<file path="src/sv/bsa_pkg.sv">
// Shared constants, codes and controller/datapath interface types for the
// banker's safety allocator. No dependencies.
`timescale 1ns / 1ps

package bsa_pkg;

    localparam int MAX_PROCESSES = 16;
    localparam int MAX_RESOURCES = 8;
    localparam int PROC_W        = $clog2(MAX_PROCESSES);
    localparam int RES_W         = $clog2(MAX_RESOURCES);
    localparam int ENTRY_AW      = PROC_W + RES_W;
    localparam int ENTRIES       = MAX_PROCESSES * MAX_RESOURCES;
    localparam int WORK_W        = 13;
    localparam logic [WORK_W-1:0] WORK_MAX = '1;

    // Function codes of an input item.
    localparam logic [2:0] FN_WR_ALLOC = 3'd0;
    localparam logic [2:0] FN_WR_MAX   = 3'd1;
    localparam logic [2:0] FN_WR_AVAIL = 3'd2;
    localparam logic [2:0] FN_STAGE    = 3'd3;
    localparam logic [2:0] FN_CHECK    = 3'd4;
    localparam logic [2:0] FN_REQUEST  = 3'd5;

    // Status codes of a result item.
    localparam logic [2:0] ST_SAFE       = 3'd0;
    localparam logic [2:0] ST_UNSAFE     = 3'd1;
    localparam logic [2:0] ST_GRANTED    = 3'd2;
    localparam logic [2:0] ST_OVER_NEED  = 3'd3;
    localparam logic [2:0] ST_OVER_AVAIL = 3'd4;
    localparam logic [2:0] ST_ROLLED     = 3'd5;

    // Commands from the controller to the datapath.
    typedef struct packed {
        logic       latch;
        logic       clr_wr;
        logic       wr_alloc;
        logic       wr_need;
        logic       wr_avail;
        logic       wr_stage;
        logic       chk_init;
        logic       p_inc;
        logic       scan_start;
        logic       scan_req;
        logic       commit;
        logic       apply_wr;
        logic       rollback_wr;
        logic       out_order;
        logic       out_code;
        logic [2:0] code;
        logic       code_proc_zero;
    } dp_cmd_t;

    // Status from the datapath to the controller.
    typedef struct packed {
        logic clr_last;
        logic scan_done;
        logic fits;
        logic p_end;
        logic p_fin;
        logic n_last;
        logic over_need;
        logic over_avail;
        logic proc_bad;
        logic wr_last;
        logic res_last;
    } dp_sts_t;

endpackage

</file>
<file path="src/sv/bsa_ram.sv">
// Generic single-write, single-read RAM with registered read data.
// No dependencies.
`timescale 1ns / 1ps

module bsa_ram #(
    parameter int WIDTH = 8,
    parameter int DEPTH = 128
) (
    input  logic                     aclk,
    input  logic                     we,
    input  logic [$clog2(DEPTH)-1:0] waddr,
    input  logic [WIDTH-1:0]         wdata,
    input  logic [$clog2(DEPTH)-1:0] raddr,
    output logic [WIDTH-1:0]         rdata
);

    logic [WIDTH-1:0] mem_reg [DEPTH];
    logic [WIDTH-1:0] rdata_reg;

    // Write port and registered read port.
    always_ff @(posedge aclk) begin
        if (we) begin
            mem_reg[waddr] <= wdata;
        end
        rdata_reg <= mem_reg[raddr];
    end

    assign rdata = rdata_reg;

endmodule

</file>
<file path="src/sv/bsa_datapath.sv">
// Datapath of the banker's safety allocator: tables, scratch counts, scan
// counters and the result register. Depends on bsa_pkg and bsa_ram.
`timescale 1ns / 1ps

module bsa_datapath
    import bsa_pkg::*;
(
    input  logic                aclk,
    input  logic                aresetn,
    input  dp_cmd_t             cmd,
    output dp_sts_t             sts,
    input  logic [4:0]          process_count,
    input  logic [3:0]          resource_count,
    input  logic [PROC_W-1:0]   in_process,
    input  logic [RES_W-1:0]    in_resource,
    input  logic [7:0]          in_amount,
    output logic [2:0]          res_status,
    output logic [PROC_W-1:0]   res_process,
    output logic                res_last
);

    // Latched item.
    logic [PROC_W-1:0] it_proc_reg;
    logic [RES_W-1:0]  it_res_reg;
    logic [7:0]        amt_reg;

    // Small tables and scratch.
    logic [WORK_W-1:0] avail_reg [MAX_RESOURCES];
    logic [7:0]        stage_reg [MAX_RESOURCES];
    logic [WORK_W-1:0] work_reg  [MAX_RESOURCES];
    logic [WORK_W-1:0] tmp_reg   [MAX_RESOURCES];
    logic [7:0]        save_alloc_reg [MAX_RESOURCES];
    logic [7:0]        save_need_reg  [MAX_RESOURCES];
    logic [WORK_W-1:0] save_avail_reg [MAX_RESOURCES];
    logic [PROC_W-1:0] order_reg [MAX_PROCESSES];
    logic [MAX_PROCESSES-1:0] finished_reg;

    // Scan control.
    logic [PROC_W:0]   p_reg;
    logic [RES_W-1:0]  r_reg;
    logic              issuing_reg;
    logic              ev_vld_reg;
    logic [RES_W-1:0]  ev_r_reg;
    logic              mode_req_reg;
    logic              fits_reg;
    logic              xn_reg;
    logic              xa_reg;
    logic [PROC_W:0]   n_reg;
    logic [RES_W-1:0]  wr_r_reg;
    logic [ENTRY_AW-1:0] clr_cnt_reg;
    logic [PROC_W-1:0] out_k_reg;

    logic [2:0]        res_status_reg;
    logic [PROC_W-1:0] res_proc_reg;
    logic              res_last_reg;

    // RAM ports.
    logic                alloc_we, need_we;
    logic [ENTRY_AW-1:0] alloc_waddr, need_waddr, raddr;
    logic [7:0]          alloc_wdata, need_wdata, alloc_rd, need_rd;

    logic                r_last, ev_last, wr_last, k_last;
    logic [ENTRY_AW-1:0] req_addr;
    logic [8:0]          grant_sum;
    logic [WORK_W:0]     work_sum;
    logic [WORK_W-1:0]   work_sat;
    logic [7:0]          ev_req;
    logic [WORK_W-1:0]   ev_work, ev_avail;

    assign r_last  = ({1'b0, r_reg} + 4'd1) == resource_count;
    assign ev_last = ({1'b0, ev_r_reg} + 4'd1) == resource_count;
    assign wr_last = ({1'b0, wr_r_reg} + 4'd1) == resource_count;
    assign k_last  = ({1'b0, out_k_reg} + 5'd1) == process_count;

    assign req_addr  = {it_proc_reg, wr_r_reg};
    assign raddr     = issuing_reg ? {p_reg[PROC_W-1:0], r_reg} : {it_proc_reg, it_res_reg};
    assign ev_req    = stage_reg[ev_r_reg];
    assign ev_work   = work_reg[ev_r_reg];
    assign ev_avail  = avail_reg[ev_r_reg];
    assign grant_sum = {1'b0, save_alloc_reg[wr_r_reg]} + {1'b0, stage_reg[wr_r_reg]};
    assign work_sum  = {1'b0, ev_work} + {{(WORK_W-7){1'b0}}, alloc_rd};
    assign work_sat  = work_sum[WORK_W] ? WORK_MAX : work_sum[WORK_W-1:0];

    // Write port selection for the allocation table.
    always_comb begin
        alloc_we    = 1'b0;
        alloc_waddr = {it_proc_reg, it_res_reg};
        alloc_wdata = amt_reg;
        if (cmd.clr_wr) begin
            alloc_we    = 1'b1;
            alloc_waddr = clr_cnt_reg;
            alloc_wdata = '0;
        end else if (cmd.wr_alloc) begin
            alloc_we = 1'b1;
        end else if (cmd.apply_wr) begin
            alloc_we    = 1'b1;
            alloc_waddr = req_addr;
            alloc_wdata = grant_sum[8] ? 8'hff : grant_sum[7:0];
        end else if (cmd.rollback_wr) begin
            alloc_we    = 1'b1;
            alloc_waddr = req_addr;
            alloc_wdata = save_alloc_reg[wr_r_reg];
        end
    end

    // Write port selection for the need table.
    always_comb begin
        need_we    = 1'b0;
        need_waddr = {it_proc_reg, it_res_reg};
        need_wdata = (amt_reg > alloc_rd) ? amt_reg - alloc_rd : 8'd0;
        if (cmd.clr_wr) begin
            need_we    = 1'b1;
            need_waddr = clr_cnt_reg;
            need_wdata = '0;
        end else if (cmd.wr_need) begin
            need_we = 1'b1;
        end else if (cmd.apply_wr) begin
            need_we    = 1'b1;
            need_waddr = req_addr;
            need_wdata = save_need_reg[wr_r_reg] - stage_reg[wr_r_reg];
        end else if (cmd.rollback_wr) begin
            need_we    = 1'b1;
            need_waddr = req_addr;
            need_wdata = save_need_reg[wr_r_reg];
        end
    end

    bsa_ram #(.WIDTH(8), .DEPTH(ENTRIES)) u_alloc_ram (
        .aclk  (aclk),
        .we    (alloc_we),
        .waddr (alloc_waddr),
        .wdata (alloc_wdata),
        .raddr (raddr),
        .rdata (alloc_rd)
    );

    bsa_ram #(.WIDTH(8), .DEPTH(ENTRIES)) u_need_ram (
        .aclk  (aclk),
        .we    (need_we),
        .waddr (need_waddr),
        .wdata (need_wdata),
        .raddr (raddr),
        .rdata (need_rd)
    );

    // Item capture.
    always_ff @(posedge aclk) begin
        if (cmd.latch) begin
            it_proc_reg <= in_process;
            it_res_reg  <= in_resource;
            amt_reg     <= in_amount;
        end
    end

    // Available counts and staged request, cleared at reset.
    always_ff @(posedge aclk) begin
        if (!aresetn) begin
            for (int i = 0; i < MAX_RESOURCES; i++) begin
                avail_reg[i] <= '0;
                stage_reg[i] <= '0;
            end
        end else begin
            if (cmd.wr_avail) begin
                avail_reg[it_res_reg] <= {{(WORK_W-8){1'b0}}, amt_reg};
            end
            if (cmd.wr_stage) begin
                stage_reg[it_res_reg] <= amt_reg;
            end
            if (cmd.apply_wr) begin
                avail_reg[wr_r_reg] <= avail_reg[wr_r_reg]
                                       - {{(WORK_W-8){1'b0}}, stage_reg[wr_r_reg]};
            end
            if (cmd.rollback_wr) begin
                avail_reg[wr_r_reg] <= save_avail_reg[wr_r_reg];
            end
        end
    end

    // Scratch evaluation: tentative work sums and request snapshots.
    always_ff @(posedge aclk) begin
        if (cmd.chk_init) begin
            for (int i = 0; i < MAX_RESOURCES; i++) begin
                work_reg[i] <= avail_reg[i];
            end
        end else if (cmd.commit) begin
            for (int i = 0; i < MAX_RESOURCES; i++) begin
                if (i < int'(resource_count)) begin
                    work_reg[i] <= tmp_reg[i];
                end
            end
        end
        if (ev_vld_reg) begin
            if (mode_req_reg) begin
                save_alloc_reg[ev_r_reg] <= alloc_rd;
                save_need_reg[ev_r_reg]  <= need_rd;
                save_avail_reg[ev_r_reg] <= ev_avail;
            end else begin
                tmp_reg[ev_r_reg] <= work_sat;
            end
        end
        if (cmd.commit) begin
            order_reg[n_reg[PROC_W-1:0]] <= p_reg[PROC_W-1:0];
        end
    end

    // Scan, pass and loop counters.
    always_ff @(posedge aclk) begin
        if (!aresetn) begin
            p_reg        <= '0;
            r_reg        <= '0;
            issuing_reg  <= 1'b0;
            ev_vld_reg   <= 1'b0;
            ev_r_reg     <= '0;
            mode_req_reg <= 1'b0;
            fits_reg     <= 1'b0;
            xn_reg       <= 1'b0;
            xa_reg       <= 1'b0;
            n_reg        <= '0;
            wr_r_reg     <= '0;
            clr_cnt_reg  <= '0;
            out_k_reg    <= '0;
            finished_reg <= '0;
        end else begin
            ev_vld_reg <= issuing_reg;
            ev_r_reg   <= r_reg;
            if (issuing_reg) begin
                r_reg <= r_last ? '0 : r_reg + 1'b1;
                if (r_last) begin
                    issuing_reg <= 1'b0;
                end
            end
            if (cmd.clr_wr) begin
                clr_cnt_reg <= clr_cnt_reg + 1'b1;
            end
            if (cmd.chk_init) begin
                p_reg        <= '0;
                n_reg        <= '0;
                finished_reg <= '0;
            end
            if (cmd.p_inc) begin
                p_reg <= p_reg + 1'b1;
            end
            if (cmd.scan_start) begin
                issuing_reg  <= 1'b1;
                r_reg        <= '0;
                mode_req_reg <= cmd.scan_req;
                fits_reg     <= 1'b1;
                xn_reg       <= 1'b0;
                xa_reg       <= 1'b0;
                if (cmd.scan_req) begin
                    p_reg <= {1'b0, it_proc_reg};
                end
            end else if (ev_vld_reg) begin
                if (mode_req_reg) begin
                    if (ev_req > need_rd) begin
                        xn_reg <= 1'b1;
                    end
                    if ({{(WORK_W-8){1'b0}}, ev_req} > ev_avail) begin
                        xa_reg <= 1'b1;
                    end
                end else if ({{(WORK_W-8){1'b0}}, need_rd} > ev_work) begin
                    fits_reg <= 1'b0;
                end
            end
            if (cmd.commit) begin
                finished_reg[p_reg[PROC_W-1:0]] <= 1'b1;
                n_reg <= n_reg + 1'b1;
                p_reg <= '0;
            end
            if (cmd.apply_wr || cmd.rollback_wr) begin
                wr_r_reg <= wr_last ? '0 : wr_r_reg + 1'b1;
            end
            if (cmd.out_order) begin
                out_k_reg <= k_last ? '0 : out_k_reg + 1'b1;
            end
        end
    end

    // Result register.
    always_ff @(posedge aclk) begin
        if (cmd.out_order) begin
            res_status_reg <= ST_SAFE;
            res_proc_reg   <= order_reg[out_k_reg];
            res_last_reg   <= k_last;
        end else if (cmd.out_code) begin
            res_status_reg <= cmd.code;
            res_proc_reg   <= cmd.code_proc_zero ? '0 : it_proc_reg;
            res_last_reg   <= 1'b1;
        end
    end

    assign res_status  = res_status_reg;
    assign res_process = res_proc_reg;
    assign res_last    = res_last_reg;

    // Status toward the controller.
    assign sts.clr_last   = &clr_cnt_reg;
    assign sts.scan_done  = ev_vld_reg && ev_last;
    assign sts.fits       = fits_reg;
    assign sts.p_end      = p_reg >= process_count;
    assign sts.p_fin      = finished_reg[p_reg[PROC_W-1:0]];
    assign sts.n_last     = (n_reg + 5'd1) == process_count;
    assign sts.over_need  = xn_reg;
    assign sts.over_avail = xa_reg;
    assign sts.proc_bad   = {1'b0, it_proc_reg} >= process_count;
    assign sts.wr_last    = wr_last;
    assign sts.res_last   = res_last_reg;

endmodule

</file>
<file path="src/sv/bsa_ctrl.sv">
// Controller state machine of the banker's safety allocator.
// Depends on bsa_pkg.
`timescale 1ns / 1ps

module bsa_ctrl
    import bsa_pkg::*;
(
    input  logic       aclk,
    input  logic       aresetn,
    input  logic       s_tvalid,
    output logic       s_tready,
    input  logic [2:0] in_func,
    output logic       m_tvalid,
    input  logic       m_tready,
    output dp_cmd_t    cmd,
    input  dp_sts_t    sts
);

    typedef enum logic [17:0] {
        S_CLEAR      = 18'h00001,
        S_IDLE       = 18'h00002,
        S_W_ALLOC    = 18'h00004,
        S_MAX_RD     = 18'h00008,
        S_MAX_WR     = 18'h00010,
        S_W_AVAIL    = 18'h00020,
        S_W_STAGE    = 18'h00040,
        S_CHK_INIT   = 18'h00080,
        S_CHK_SEEK   = 18'h00100,
        S_CHK_SCAN   = 18'h00200,
        S_CHK_DECIDE = 18'h00400,
        S_REQ_START  = 18'h00800,
        S_REQ_SCAN   = 18'h01000,
        S_REQ_DECIDE = 18'h02000,
        S_REQ_APPLY  = 18'h04000,
        S_ROLLBACK   = 18'h08000,
        S_OUT_LOAD   = 18'h10000,
        S_OUT_WAIT   = 18'h20000
    } state_t;

    state_t state_reg, state_next;
    logic   req_mode_reg;
    logic   accept;

    assign s_tready = (state_reg == S_IDLE);
    assign m_tvalid = (state_reg == S_OUT_WAIT);
    assign accept   = s_tvalid && s_tready;

    // State register; also remembers whether the running check belongs to a request.
    always_ff @(posedge aclk) begin
        if (!aresetn) begin
            state_reg    <= S_CLEAR;
            req_mode_reg <= 1'b0;
        end else begin
            state_reg <= state_next;
            if (accept) begin
                req_mode_reg <= (in_func == FN_REQUEST);
            end
        end
    end

    // Next state and datapath commands.
    always_comb begin
        state_next = state_reg;
        cmd        = '0;
        cmd.latch  = accept;
        unique case (state_reg)
            S_CLEAR: begin
                cmd.clr_wr = 1'b1;
                if (sts.clr_last) begin
                    state_next = S_IDLE;
                end
            end
            S_IDLE: begin
                if (s_tvalid) begin
                    case (in_func)
                        FN_WR_ALLOC: state_next = S_W_ALLOC;
                        FN_WR_MAX:   state_next = S_MAX_RD;
                        FN_WR_AVAIL: state_next = S_W_AVAIL;
                        FN_STAGE:    state_next = S_W_STAGE;
                        FN_CHECK:    state_next = S_CHK_INIT;
                        FN_REQUEST:  state_next = S_REQ_START;
                        default:     state_next = S_IDLE;
                    endcase
                end
            end
            S_W_ALLOC: begin
                cmd.wr_alloc = 1'b1;
                state_next   = S_IDLE;
            end
            S_MAX_RD: begin
                state_next = S_MAX_WR;
            end
            S_MAX_WR: begin
                cmd.wr_need = 1'b1;
                state_next  = S_IDLE;
            end
            S_W_AVAIL: begin
                cmd.wr_avail = 1'b1;
                state_next   = S_IDLE;
            end
            S_W_STAGE: begin
                cmd.wr_stage = 1'b1;
                state_next   = S_IDLE;
            end
            S_CHK_INIT: begin
                cmd.chk_init = 1'b1;
                state_next   = S_CHK_SEEK;
            end
            S_CHK_SEEK: begin
                if (sts.p_end) begin
                    if (req_mode_reg) begin
                        state_next = S_ROLLBACK;
                    end else begin
                        cmd.out_code       = 1'b1;
                        cmd.code           = ST_UNSAFE;
                        cmd.code_proc_zero = 1'b1;
                        state_next         = S_OUT_WAIT;
                    end
                end else if (sts.p_fin) begin
                    cmd.p_inc = 1'b1;
                end else begin
                    cmd.scan_start = 1'b1;
                    state_next     = S_CHK_SCAN;
                end
            end
            S_CHK_SCAN: begin
                if (sts.scan_done) begin
                    state_next = S_CHK_DECIDE;
                end
            end
            S_CHK_DECIDE: begin
                if (sts.fits) begin
                    cmd.commit = 1'b1;
                    if (!sts.n_last) begin
                        state_next = S_CHK_SEEK;
                    end else if (req_mode_reg) begin
                        cmd.out_code = 1'b1;
                        cmd.code     = ST_GRANTED;
                        state_next   = S_OUT_WAIT;
                    end else begin
                        state_next = S_OUT_LOAD;
                    end
                end else begin
                    cmd.p_inc  = 1'b1;
                    state_next = S_CHK_SEEK;
                end
            end
            S_REQ_START: begin
                if (sts.proc_bad) begin
                    cmd.out_code = 1'b1;
                    cmd.code     = ST_OVER_NEED;
                    state_next   = S_OUT_WAIT;
                end else begin
                    cmd.scan_start = 1'b1;
                    cmd.scan_req   = 1'b1;
                    state_next     = S_REQ_SCAN;
                end
            end
            S_REQ_SCAN: begin
                if (sts.scan_done) begin
                    state_next = S_REQ_DECIDE;
                end
            end
            S_REQ_DECIDE: begin
                if (sts.over_need) begin
                    cmd.out_code = 1'b1;
                    cmd.code     = ST_OVER_NEED;
                    state_next   = S_OUT_WAIT;
                end else if (sts.over_avail) begin
                    cmd.out_code = 1'b1;
                    cmd.code     = ST_OVER_AVAIL;
                    state_next   = S_OUT_WAIT;
                end else begin
                    state_next = S_REQ_APPLY;
                end
            end
            S_REQ_APPLY: begin
                cmd.apply_wr = 1'b1;
                if (sts.wr_last) begin
                    state_next = S_CHK_INIT;
                end
            end
            S_ROLLBACK: begin
                cmd.rollback_wr = 1'b1;
                if (sts.wr_last) begin
                    cmd.out_code = 1'b1;
                    cmd.code     = ST_ROLLED;
                    state_next   = S_OUT_WAIT;
                end
            end
            S_OUT_LOAD: begin
                cmd.out_order = 1'b1;
                state_next    = S_OUT_WAIT;
            end
            S_OUT_WAIT: begin
                if (m_tready) begin
                    state_next = sts.res_last ? S_IDLE : S_OUT_LOAD;
                end
            end
            default: begin
                state_next = S_IDLE;
            end
        endcase
    end

endmodule

</file>
<file path="src/sv/bankers_safety_allocator.sv">
// Banker's algorithm deadlock-avoidance allocator.
// Input stream (s_*) carries one item per handshake: table writes, request
// staging, a safety check, or a request submit. Result stream (m_*) carries
// status items; a safety check gives one item per process in safe order with
// tlast on the final one, or one unsafe item; a request gives one item.
// Table writes give no result. A safety check scans the tables, reading one
// need/allocation entry per cycle, and then sends its result items. A
// request first checks its staged amounts against need and availability,
// updates the tables and runs a safety check; it restores the tables when
// it is rolled back.
// One item is in work at a time; s_tready is high only when idle. When the
// receiver stalls, the result is held in the output register until taken.
// After reset a clearing pass zeroes the 128-entry allocation and need
// tables; no item is accepted until it ends. Configuration is written over
// the APB port and must only change while the block is idle.
// Depends on bsa_pkg, bsa_ctrl, bsa_datapath and bsa_ram.
`timescale 1ns / 1ps

module bankers_safety_allocator
    import bsa_pkg::*;
(
    input  logic        aclk,
    input  logic        aresetn,
    // Configuration port.
    input  logic        psel,
    input  logic        penable,
    input  logic        pwrite,
    input  logic [2:0]  paddr,
    input  logic [31:0] pwdata,
    output logic [31:0] prdata,
    output logic        pready,
    // Input items.
    input  logic        s_tvalid,
    output logic        s_tready,
    input  logic [15:0] s_tdata,   // process[3:0], resource[6:4], amount[14:7], zero[15]
    input  logic [2:0]  s_tuser,   // func[2:0]
    // Result items.
    output logic        m_tvalid,
    input  logic        m_tready,
    output logic [7:0]  m_tdata,   // process_res[3:0], zero[7:4]
    output logic [2:0]  m_tuser,   // status[2:0]
    output logic        m_tlast    // last
);

    localparam logic REG_PROCESS_COUNT  = 1'b0;
    localparam logic REG_RESOURCE_COUNT = 1'b1;

    logic [4:0] process_count_reg;
    logic [3:0] resource_count_reg;
    logic       cfg_wr;
    logic [4:0] pc_wr;
    logic [3:0] rc_wr;
    logic [2:0] res_status;
    logic [3:0] res_process;
    logic       res_last;
    dp_cmd_t    cmd;
    dp_sts_t    sts;

    assign pready = 1'b1;
    assign cfg_wr = psel && penable && pwrite;

    // Counts are held within their legal ranges.
    always_comb begin
        pc_wr = pwdata[4:0];
        if (pc_wr == 5'd0) begin
            pc_wr = 5'd1;
        end else if (pc_wr > 5'(MAX_PROCESSES)) begin
            pc_wr = 5'(MAX_PROCESSES);
        end
        rc_wr = pwdata[3:0];
        if (rc_wr == 4'd0) begin
            rc_wr = 4'd1;
        end else if (rc_wr > 4'(MAX_RESOURCES)) begin
            rc_wr = 4'(MAX_RESOURCES);
        end
    end

    // Configuration registers.
    always_ff @(posedge aclk) begin
        if (!aresetn) begin
            process_count_reg  <= 5'(MAX_PROCESSES);
            resource_count_reg <= 4'(MAX_RESOURCES);
        end else if (cfg_wr) begin
            unique case (paddr[2])
                REG_PROCESS_COUNT:  process_count_reg  <= pc_wr;
                REG_RESOURCE_COUNT: resource_count_reg <= rc_wr;
                default: ;
            endcase
        end
    end

    // Register read back.
    always_comb begin
        unique case (paddr[2])
            REG_PROCESS_COUNT:  prdata = {27'd0, process_count_reg};
            REG_RESOURCE_COUNT: prdata = {28'd0, resource_count_reg};
            default:            prdata = '0;
        endcase
    end

    bsa_ctrl u_ctrl (
        .aclk     (aclk),
        .aresetn  (aresetn),
        .s_tvalid (s_tvalid),
        .s_tready (s_tready),
        .in_func  (s_tuser),
        .m_tvalid (m_tvalid),
        .m_tready (m_tready),
        .cmd      (cmd),
        .sts      (sts)
    );

    bsa_datapath u_datapath (
        .aclk           (aclk),
        .aresetn        (aresetn),
        .cmd            (cmd),
        .sts            (sts),
        .process_count  (process_count_reg),
        .resource_count (resource_count_reg),
        .in_process     (s_tdata[3:0]),
        .in_resource    (s_tdata[6:4]),
        .in_amount      (s_tdata[14:7]),
        .res_status     (res_status),
        .res_process    (res_process),
        .res_last       (res_last)
    );

    assign m_tdata = {4'd0, res_process};
    assign m_tuser = res_status;
    assign m_tlast = res_last;

endmodule
</file>
<file path="config.mk">
export PLATFORM = sky130hd
export DESIGN_NAME = bankers_safety_allocator
export DESIGN_NICKNAME = d
export VERILOG_FILES = /design/src/sv/bsa_pkg.sv /design/src/sv/bsa_ram.sv /design/src/sv/bsa_datapath.sv /design/src/sv/bsa_ctrl.sv /design/src/sv/bankers_safety_allocator.sv
export SDC_FILE = /design/constraint.sdc
export NUM_CORES = 2
export LEC_CHECK = 0
export BUFFER_PORTS_ARGS = -buffer_cell sky130_fd_sc_hd__buf_2
export CORE_AREA = 4 4 585 587
export DETAILED_ROUTE_END_ITERATION = 8
export DIE_AREA = 0 0 589 591
export PLACE_DENSITY = 0.56
export SETUP_SLACK_MARGIN = 0.15
export SLEW_MARGIN = 20
export SYNTH_ARGS = -nofsm -noshare
export SYNTH_HDL_FRONTEND = slang
export SYNTH_SLANG_ARGS = --single-unit
</file>
<file path="constraint.sdc">
create_clock -name aclk -period 16.1 [get_ports aclk]
set_input_delay 2.415 -clock aclk [delete_from_list [all_inputs] [get_ports aclk]]
set_output_delay 2.415 -clock aclk [all_outputs]
set_load 0.05 [all_outputs]
</file>
==> metrics <==
status complete, no violations; Final TNS setup 0 ns; area leader, netlist edfxtp_1; peak supply drop 127.4 uV; Die Span Y a little under 600 um; vias in the first global route about 70,000; Tot GR Track Use 0.1949; Lkg Pwr between 40 and 50 nW; worst-skew pair later-pin latency around 0.93 ns; Setup CP Type flop to flop; top post-synthesis cells by area edfxtp_1 70%, mux4_2 4.8%, nand2_1 4.3%; final wirelength 351,500 um; htree depth 5; Synth cell types 83; Period Utilization, post-route 0.3868; Core ar. 336,300 um^2; final setup vio count 0; Slew Viols, Final 0; initial DRC count between 8,000 and 9,000; IO Pins approximately 110; post-placement cell area 123,300 um^2; post-cts sizing count 0; first-pass GRT wire length between 500,000 and 600,000 um; Cell Pwr Density about 120 nW/um^2; Relative slew margins 0.1913; Final Cell Area 133,200 um^2; skew final between 0.05 and 0.06 ns; CTS tree built; initial antenna violation count 7; CTS Root Cell clkbuf_16; DR vias 71,918; yosys synthesis warning count 0; Final #Nets 8,222; top cell type's share of synthesized area 0.7009; Syn Area/Cell around 15 um^2; Post-synth EDFFs ~2,700; Die W 589 um; PortBufs 45; max-cap viol count 0; Critical Path Fanout Max 96; Synth Register Bits between 2,000 and 3,000; Final Hold Fails 0; CP Capture Type flop; vias per cell 5.603; largest net degree at the start of global routing approximately 140; Mapped Area about 120,000 um^2; Post CTS Setup Buffer Count 0; Post-synth ARST share 0; CTS buffer count a little over 300; layout cells sized above 1 0.1306; Clock Path Buffers 4; hold_buf cts 0; clk slew on worst S/H paths ~0.06 ns; Overflow after GRT 0; Gate Count Post-Synth about 8,000; CP startpoint kind flop; Area Overhead vs Synth 13.46%; routed length per instance about 27 um; Routed Antenna Nets 0; routability-driven placement congestion ratio around 0.88; Highest Clock Rate between 0.15 and 0.2 GHz; CP arrival 6.75 ns; Residual DRC 0; register area share after synthesis 0.7190; worst slew pin tran approximately 1.2 ns; CTS Sinks roughly 2,800; worst hold path class flop to flop; Most used DFF post-synth edfxtp_1; RSZ-0062 raised after global routing false; Die ar. between 300,000 and 400,000 um^2; minimum clock period after layout approximately 6.2 ns; Rows about 210; Starting Density 0.3490; hpwl dp ~210,000 um; Initial DRT Pass Iterations 7; WP data required around 17 ns
logic make-up (layout without fill, tap and decap cells):
family / after synthesis / in the layout / synth area share
buf+inv: 599 / 867 / 0.02129
xor+xnor: 57 / 57 / 0.004253
simple gates: 2709 / 2709 / 0.1011
fa+ha+maj: 90 / 90 / 0.009912
compound gates: 1064 / 1064 / 0.06127
mux: 650 / 650 / 0.08311
other cells: 2 / 38 / 0.00006397
flops: 2846 / 2846 / 0.7190
path summary, 6_finish.rpt:
check	slack (ns)	endpoint	cells after the start	start
max	9.87	u_datapath.u_alloc_ram.mem_reg[110][6]	14	flop
min	0.47	u_datapath.res_status[2]	2	u_datapath.res_status[2]
min reg2reg	0.47	u_datapath.res_status[2]	2	u_datapath.res_status[2]
max reg2reg	9.87	u_datapath.u_alloc_ram.mem_reg[110][6]	14	flop
layer usage:
layer / vias to the layer above / wire length (um) / global-route usage
met2: 3458 / 165100 / 0.3142
met3: 649 / 30290 / 0.03369
li1: 30771 / - / -
met5: - / 12 / 0
met1: 37038 / 144300 / 0.2684
met4: 2 / 11820 / 0.06374
critical path, cell delays in order (launching register included):
cell and delay [ns]:
dfxtp_4 0.62, buf_12 0.52, mux4_2 0.60, mux2i_1 0.61, inv_1 0.31, fa_1 0.48
a21o_1 0.19, a21oi_1 0.22, o21bai_1 0.09, a21oi_1 0.23, xnor2_1 0.17, nor2_1 0.08
nor3_2 0.16, buf_4 0.40, buf_4 0.90
metrics by stage:
stage          hold slack [ns]  setup WS, ns  power [mW]  std cells    util
3_5_place_dp            0.4603         9.693       9.166      12274  0.3666
3_3_place_gp            0.4456         9.746       9.148      12272  0.3664
6_report                0.4666         9.873       15.97      12836  0.3960
4_1_cts                 0.4717         9.641       16.05      12829  0.3959
2_1_floorplan           0.4419         2.779       8.808       8047       -
5_1_grt                 0.5095         9.435       16.41      12831  0.3960
cells in the mapped netlist, drive strengths merged, types with 102 or more instances:
library cell / count
a21oi: 269
a22oi: 141
buf: 169
clkbuf: 351
dfxtp: 106
edfxtp: 2740
mux2i: 305
mux4: 250
nand2: 1342
nand3: 340
nor2: 542
o21ai: 130
o221ai: 102
layout make-up:
type | count | area [um^2]
clock buffers | 401 | 8254
diodes | 6 | 15.01
clock inverters | 154 | 1597
repair buffers | 233 | 1827
fillers | 30821 | 203100
flip-flops and latches | 2846 | 84410
inverters | 79 | 296.5
multi-input cells | 4602 | 31140
well taps | 4515 | 5649
cells in the final DEF, fill, tap and decap left out, types with 49 or more instances in the layout:
cell / count
a21oi_1: 262
a22oi_1: 140
a311oi_1: 74
a31oi_1: 90
and2_1: 73
and3_1: 97
buf_4: 173
clkbuf_1: 80
clkbuf_16: 314
clkinv_1: 50
clkinv_2: 49
dfxtp_1: 101
edfxtp_1: 2740
ha_1: 85
inv_1: 77
mux2_2: 78
mux2i_1: 300
mux4_2: 250
nand2_1: 1338
nand3_1: 335
nand4_1: 50
nor2_1: 521
nor3_1: 74
o21ai_0: 116
o221ai_1: 102
o22ai_1: 58
power breakdown:
part / switching (mW) / leakage (nW) / internal, mW
Clock: 2.93 / 4.80 / 4.01
Combinational: 0.600 / 13.2 / 0.116
Sequential: 0.0398 / 26.2 / 8.27
(Power assumes the default switching activity.)
